## config.mk

```make
export PLATFORM = sky130hd
export DESIGN_NAME = stable_priority_ring_queue_unit
export DESIGN_NICKNAME = d
export VERILOG_FILES = /design/src/rtl/core/spq_pkg.sv /design/src/rtl/core/stable_priority_ring_queue_unit.sv /design/src/rtl/core/spq_cell.sv
export SDC_FILE = /design/constraint.sdc
export NUM_CORES = 1
export LEC_CHECK = 0
export ABC_AREA = 1
export BUFFER_PORTS_ARGS = -buffer_cell sky130_fd_sc_hd__buf_2
export CAP_MARGIN = 20
export CORE_AREA = 4 4 301 303
export CTS_BUF_LIST = sky130_fd_sc_hd__clkbuf_16
export DETAILED_ROUTE_END_ITERATION = 10
export DIE_AREA = 0 0 305 307
export PLACE_DENSITY = 0.43
export RECOVER_POWER = 50
export SLEW_MARGIN = 20
export SYNTH_ARGS = -nofsm -noshare
export SYNTH_HDL_FRONTEND = slang
export SYNTH_HIERARCHICAL = 1
export SYNTH_SLANG_ARGS = --single-unit
```

## constraint.sdc

```tcl
create_clock -name aclk -period 2.6 [get_ports aclk]
set_input_delay 0.52 -clock aclk [delete_from_list [all_inputs] [get_ports aclk]]
set_output_delay 0.52 -clock aclk [all_outputs]
set_load 0.01 [all_outputs]
```

## src/rtl/core/spq_pkg.sv

```systemverilog
// ----------------------------------------------------------------------------
// spq_pkg
// Shared types and constants of the stable priority queue.
// ----------------------------------------------------------------------------
package spq_pkg;

    localparam int PRIO_W   = 2;
    localparam int TAG_IN_W = 16;
    localparam int STATUS_W = 2;

    typedef enum logic [0:0] {
        FUNC_PUSH = 1'b0,
        FUNC_POP  = 1'b1
    } func_t;

    typedef enum logic [STATUS_W-1:0] {
        ST_OK    = 2'd0,
        ST_FULL  = 2'd1,
        ST_EMPTY = 2'd2
    } status_t;

    typedef struct packed {
        logic              push;
        logic              pop;
        logic [PRIO_W-1:0] prio;
    } cell_ctl_t;

endpackage

```

## src/rtl/core/stable_priority_ring_queue_unit.sv

```systemverilog
// ----------------------------------------------------------------------------
// stable_priority_ring_queue_unit
// Bounded queue kept in priority order, equal priorities in arrival order.
// ----------------------------------------------------------------------------
// Input words on s_*: s_tuser selects push or pop, s_tdata carries the
// priority and tag of a push. Each input word yields one output word on m_*:
// status in m_tuser, popped tag and priority (zero unless a pop succeeds) and
// the occupancy after the operation in m_tdata.
// The queue is a row of DEPTH cells, head in cell 0. On a push every cell
// compares its priority with the new one in parallel and the cells behind the
// insertion point shift one place back; on a pop all cells shift forward.
// m_tvalid rises in the cycle after acceptance. One word is taken every
// cycle; the output register is refilled in the cycle it is read, so the
// input stalls only while a result waits and m_tready is low.
// A push on a full queue is dropped with status full; a pop on an empty
// queue leaves it unchanged with status empty.
// Reset empties the queue and clears m_tvalid; the output data are not reset.
// ----------------------------------------------------------------------------
module stable_priority_ring_queue_unit
    import spq_pkg::*;
#(
    parameter int DEPTH           = 16,
    parameter int PRIORITY_LEVELS = 4,
    parameter int TAG_WIDTH       = 16
) (
    input  logic                 aclk,
    input  logic                 aresetn,
    input  logic                 s_tvalid,
    output logic                 s_tready,
    input  logic [23:0]          s_tdata,   // item_priority[1:0], item_tag[17:2]
    input  logic [0:0]           s_tuser,   // func[0]
    output logic                 m_tvalid,
    input  logic                 m_tready,
    // head_tag, head_priority, occupancy
    output logic [((TAG_IN_W + PRIO_W + $clog2(DEPTH + 1) + 7) / 8) * 8 - 1:0] m_tdata,
    output logic [STATUS_W-1:0]  m_tuser    // status[1:0]
);

    localparam int OCC_W    = $clog2(DEPTH + 1);
    localparam int TW       = (TAG_WIDTH < TAG_IN_W) ? TAG_WIDTH : TAG_IN_W;
    localparam int M_BITS   = TAG_IN_W + PRIO_W + OCC_W;
    localparam int M_DATA_W = ((M_BITS + 7) / 8) * 8;

    logic [OCC_W-1:0]  count_reg, count_next;
    logic              m_valid_reg;
    logic [M_DATA_W-1:0] m_data_reg, m_data_next;
    logic [STATUS_W-1:0] m_user_reg, m_user_next;

    logic              accept;
    func_t             func;
    logic [PRIO_W-1:0] in_prio, sat_prio;
    logic [TW-1:0]     in_tag;
    logic              full, empty;
    cell_ctl_t         ctl;

    logic [DEPTH-1:0]  after;
    logic [TW-1:0]     tags  [DEPTH];
    logic [PRIO_W-1:0] prios [DEPTH];

    assign s_tready = !m_valid_reg || m_tready;
    assign accept   = s_tvalid && s_tready;
    assign func     = func_t'(s_tuser[0]);
    assign in_prio  = s_tdata[PRIO_W-1:0];
    assign in_tag   = s_tdata[PRIO_W +: TW];
    assign sat_prio = (int'(in_prio) > PRIORITY_LEVELS - 1)
                      ? PRIO_W'(PRIORITY_LEVELS - 1) : in_prio;
    assign full     = count_reg == OCC_W'(DEPTH);
    assign empty    = count_reg == '0;

    assign ctl.push = accept && (func == FUNC_PUSH) && !full;
    assign ctl.pop  = accept && (func == FUNC_POP) && !empty;
    assign ctl.prio = sat_prio;

    for (genvar i = 0; i < DEPTH; i++) begin : g_cell
        logic              l_after;
        logic [TW-1:0]     l_tag, r_tag;
        logic [PRIO_W-1:0] l_prio, r_prio;

        if (i == 0) begin : g_head
            assign l_after = 1'b0;
            assign l_tag   = tags[0];
            assign l_prio  = prios[0];
        end else begin : g_body
            assign l_after = after[i-1];
            assign l_tag   = tags[i-1];
            assign l_prio  = prios[i-1];
        end

        if (i == DEPTH - 1) begin : g_tail
            assign r_tag  = tags[i];
            assign r_prio = prios[i];
        end else begin : g_inner
            assign r_tag  = tags[i+1];
            assign r_prio = prios[i+1];
        end

        spq_cell #(
            .INDEX (i),
            .OCC_W (OCC_W),
            .TW    (TW)
        ) u_cell (
            .aclk       (aclk),
            .ctl        (ctl),
            .count      (count_reg),
            .new_tag    (in_tag),
            .left_after (l_after),
            .left_tag   (l_tag),
            .left_prio  (l_prio),
            .right_tag  (r_tag),
            .right_prio (r_prio),
            .after      (after[i]),
            .tag        (tags[i]),
            .prio       (prios[i])
        );
    end

    always_comb begin
        count_next  = count_reg;
        m_data_next = m_data_reg;
        m_user_next = m_user_reg;
        if (ctl.push) begin
            count_next = count_reg + 1'b1;
        end else if (ctl.pop) begin
            count_next = count_reg - 1'b1;
        end
        if (accept) begin
            m_data_next = '0;
            m_data_next[TAG_IN_W + PRIO_W +: OCC_W] = count_next;
            if (ctl.pop) begin
                m_data_next[TAG_IN_W-1:0]        = TAG_IN_W'(tags[0]);
                m_data_next[TAG_IN_W +: PRIO_W]  = prios[0];
            end
            if (func == FUNC_PUSH) begin
                m_user_next = full ? ST_FULL : ST_OK;
            end else begin
                m_user_next = empty ? ST_EMPTY : ST_OK;
            end
        end
    end

    always_ff @(posedge aclk) begin
        if (!aresetn) begin
            count_reg   <= '0;
            m_valid_reg <= 1'b0;
        end else begin
            count_reg <= count_next;
            if (accept) begin
                m_valid_reg <= 1'b1;
            end else if (m_tready) begin
                m_valid_reg <= 1'b0;
            end
        end
        m_data_reg <= m_data_next;
        m_user_reg <= m_user_next;
    end

    assign m_tvalid = m_valid_reg;
    assign m_tdata  = m_data_reg;
    assign m_tuser  = m_user_reg;

endmodule

```

## src/rtl/core/spq_cell.sv

```systemverilog
// ----------------------------------------------------------------------------
// spq_cell
// One slot of the ordered queue: holds a tag and a priority, takes the left
// neighbor's entry or the new entry on a push, the right neighbor's on a pop.
// ----------------------------------------------------------------------------
module spq_cell
    import spq_pkg::*;
#(
    parameter int INDEX = 0,
    parameter int OCC_W = 5,
    parameter int TW    = 16
) (
    input  logic              aclk,
    input  cell_ctl_t         ctl,
    input  logic [OCC_W-1:0]  count,
    input  logic [TW-1:0]     new_tag,
    input  logic              left_after,
    input  logic [TW-1:0]     left_tag,
    input  logic [PRIO_W-1:0] left_prio,
    input  logic [TW-1:0]     right_tag,
    input  logic [PRIO_W-1:0] right_prio,
    output logic              after,
    output logic [TW-1:0]     tag,
    output logic [PRIO_W-1:0] prio
);

    logic [TW-1:0]     tag_reg,  tag_next;
    logic [PRIO_W-1:0] prio_reg, prio_next;
    logic              held;

    assign held  = count > OCC_W'(INDEX);
    assign after = !held || (prio_reg > ctl.prio);
    assign tag   = tag_reg;
    assign prio  = prio_reg;

    always_comb begin
        tag_next  = tag_reg;
        prio_next = prio_reg;
        if (ctl.push && after) begin
            if (left_after) begin
                tag_next  = left_tag;
                prio_next = left_prio;
            end else begin
                tag_next  = new_tag;
                prio_next = ctl.prio;
            end
        end else if (ctl.pop) begin
            tag_next  = right_tag;
            prio_next = right_prio;
        end
    end

    always_ff @(posedge aclk) begin
        tag_reg  <= tag_next;
        prio_reg <= prio_next;
    end

endmodule
```

==> results.toml <==
[final_layout]
drive_gt1_share_pct = 9.466
finish.utilization_pct = 25.69
fillers = 9757
finalNetCount = 2655
multi_input_area_mm2 = 0.007826
fin_area_mm2 = 0.02260
n_antenna_cell = 0
seqCellArea_mm2 = 0.009519
areaGrowthSynthToFinish_pct = 12.37
largest_reg_flops = 256

[floorplanning]
pin_count = 57
initial_utilization_pct = 22.86
die_x_um = 305
die_h_um = 307
core_mm2 = 0.08797
rows = 109
die_area_mm2 = 0.09364

[yosys]
synth_area_leaders = "edfxtp_1, nand2_1, inv_1"
ys_types = 33
synth_common_cells = "nand2_1, inv_1, edfxtp_1, nand3_1, o21ai_0"
ys_ff_latch = 319
synth_edf_count = 313
synth_top_area_share_pct = 46.73
avgSynthCellArea_um2 = 7.868
async_reset_ff_share_pct = 0
yosysSeqAreaShare_pct = 47.33
synth_area_mm2 = 0.02011
syn_inst = 2556
yosysTopAreaCell = "edfxtp_1"
yosys.cell_count.top_type = "nand2_1"
synth_ff_type = "edfxtp_1"
yosysWarnings = 6

[routing]
drt_iter0_markers = 1223
drcViolationCount = 0
wl_um = 55880
vias = 15510
drtAntennaViolNets = 0
routed_via_density = 4.099
routedWlPerCell_um = 14.76
drtPass1Iterations = 7

[worst_setup_path]
cp_slowest_cell = "buf_2"
cp-end-kind = "register"
startpoint_type = "register"
cp_max_fo = 24
crit_type = "register to register"
cpMostUsedCell = "nand2_2"
required_ns = 2.80
cp.arrival_ns = 2.57
worst_path_largest_cell_delay_ns = 0.38
path_cells = "inv_1 > ha_1 > nand3_1 > nand2_2 > inv_8 > buf_4 > nand2_4 > nand2_2 > buf_2"

[timing]
period_needed_ns = 2.364
setup_violations = 0
fin_crit_sh_pct = 90.91
worst_slack_ns = 0.2364
hold_viol_final = 0
skew_ns = 0.02086
maxSlewHeadroom_pct = 1.180
worstMarginPinSlew_ns = 1.482
rsz0062_at_grt = "false"
finalMaxSlewViolations = 0
fmax_ghz = 0.4231

[place]
dp_hpwl_um = 38970
portBuffers = 49
dpl_cell_area_mm2 = 0.02163
routabilityCongestion = 0.7419
place_worst_setup_slack_ns = -0.1319

[worst_hold_path]
hold_class = "input port to register"

[pwr]
powerDensity_mw_per_mm2 = 656.4
peakVddDrop_v = 0.0003597
p_total_mw = 14.83
power_leakage_nw = 11.03

[run_status]
outcome = "complete, no violations"

[global_route]
antenna_found_initial = 0
track_usage_pct = 11.73
grt_pass1_vias = 15410
grt_remaining_overflow = 0
grt_max_degree = 56
grt_pass1_wl_um = 89380

[cts]
clk_latency_ns = 0.56
clkTransAtPathRegs_ns = 0.06
cts_tree = "yes"
cts_max_level = 2
cts_hold_buf = 0
numClockSinks = 319
cts_buffers = 39
cts-root-buf = "clkbuf_16"
post_cts_buffers = 0
cts_buffer_depth = 3
post_cts_resize_count = 0

[run]
drv_cap = 0
==> worst paths after layout <==
check | cells past startpoint | slack (ns) | to | start
min reg2reg | 2 | 0.54 | g_cell[14].u_cell/tag[8] | g_cell[15].u_cell/tag[8]
max reg2reg | 9 | 0.24 | g_cell[6].u_cell/tag[6] | count_reg[0]
min | 3 | 0.30 | m_tvalid | s_tvalid
max | 9 | 0.24 | g_cell[6].u_cell/tag[6] | count_reg[0]
==> cells in the final DEF, fill, tap and decap left out, types with 24 or more instances in the layout <==
cell,netlist,routed
o21ai_0,198,209
o21ai_1,92,81
buf_12,11,24
inv_1,388,400
ha_1,34,34
nand3_1,248,254
edfxtp_1,313,313
nand2_2,26,28
nand2_1,980,981
clkbuf_16,0,39
buf_4,23,48
clkbuf_1,2,32
nand3_2,53,47
nor2_1,36,36
==> logic make-up (layout without fill, tap and decap cells) <==
logic type | count (synthesis) | in the layout | share of synthesized area [%]
other | 1 | 2 | 0.01865
and+or+nand+nor | 1358 | 1358 | 29.35
adders and majority gates | 34 | 34 | 2.115
buffers and inverters | 542 | 605 | 13.54
AOI/OAI and AO/OA | 299 | 299 | 7.515
xor gates and xnor gates | 3 | 3 | 0.1307
DFF | 319 | 319 | 47.33
==> where the power goes <==
part           leakage, nW  total [mW]  switching (mW)  internal (mW)
logic                 7.38        2.83            1.87          0.960
registers             3.04        6.83           0.350           6.48
clock network        0.610        5.17            2.26           2.91
total                 11.0        14.8            4.49           10.3
==> per-stage QoR <==
step	TNS (ns)	cells	hold WS, ns
after detailed placement	-8.697	3716	0.5110
after global routing	0	3785	0.2945
after floorplan	0	2557	0.5126
after CTS	0	3785	0.2413
final	0	3785	0.2950
after global placement	-2.861	3716	0.5068
==> metal layers <==
layer | up-vias | wire (um) | part of all wire, % | GRT usage [%]
met1 | 7075 | 27940 | 50 | 16.56
met2 | 181 | 25100 | 45 | 19.08
met5 | - | 0 | 0 | 0
met3 | 53 | 1985 | 3.6 | 1.701
li1 | 8205 | - | - | -
met4 | 0 | 854 | 1.5 | 2.541
==> critical path, delay by kind of cell, from the launching register on <==
| kind | cells | cell delay, ns |
|---|---|---|
| adders and majority gates | 1 | 0.25 |
| buffers and inverters | 4 | 0.96 |
| DFF | 1 | 0.32 |
| and+or+nand+nor | 4 | 0.45 |
==> area by class of cell <==
| class | count | share of cell area [%] |
|---|---|---|
| flip-flops and latches | 319 | 42.12 |
| multi-input cells | 1696 | 34.63 |
| clock buffers | 39 | 4.318 |
| repair buffers | 141 | 5.094 |
| inverters | 395 | 6.594 |
| clock inverters | 30 | 0.7917 |
| well taps | 1165 | 6.450 |
(Power assumes the default switching activity.)
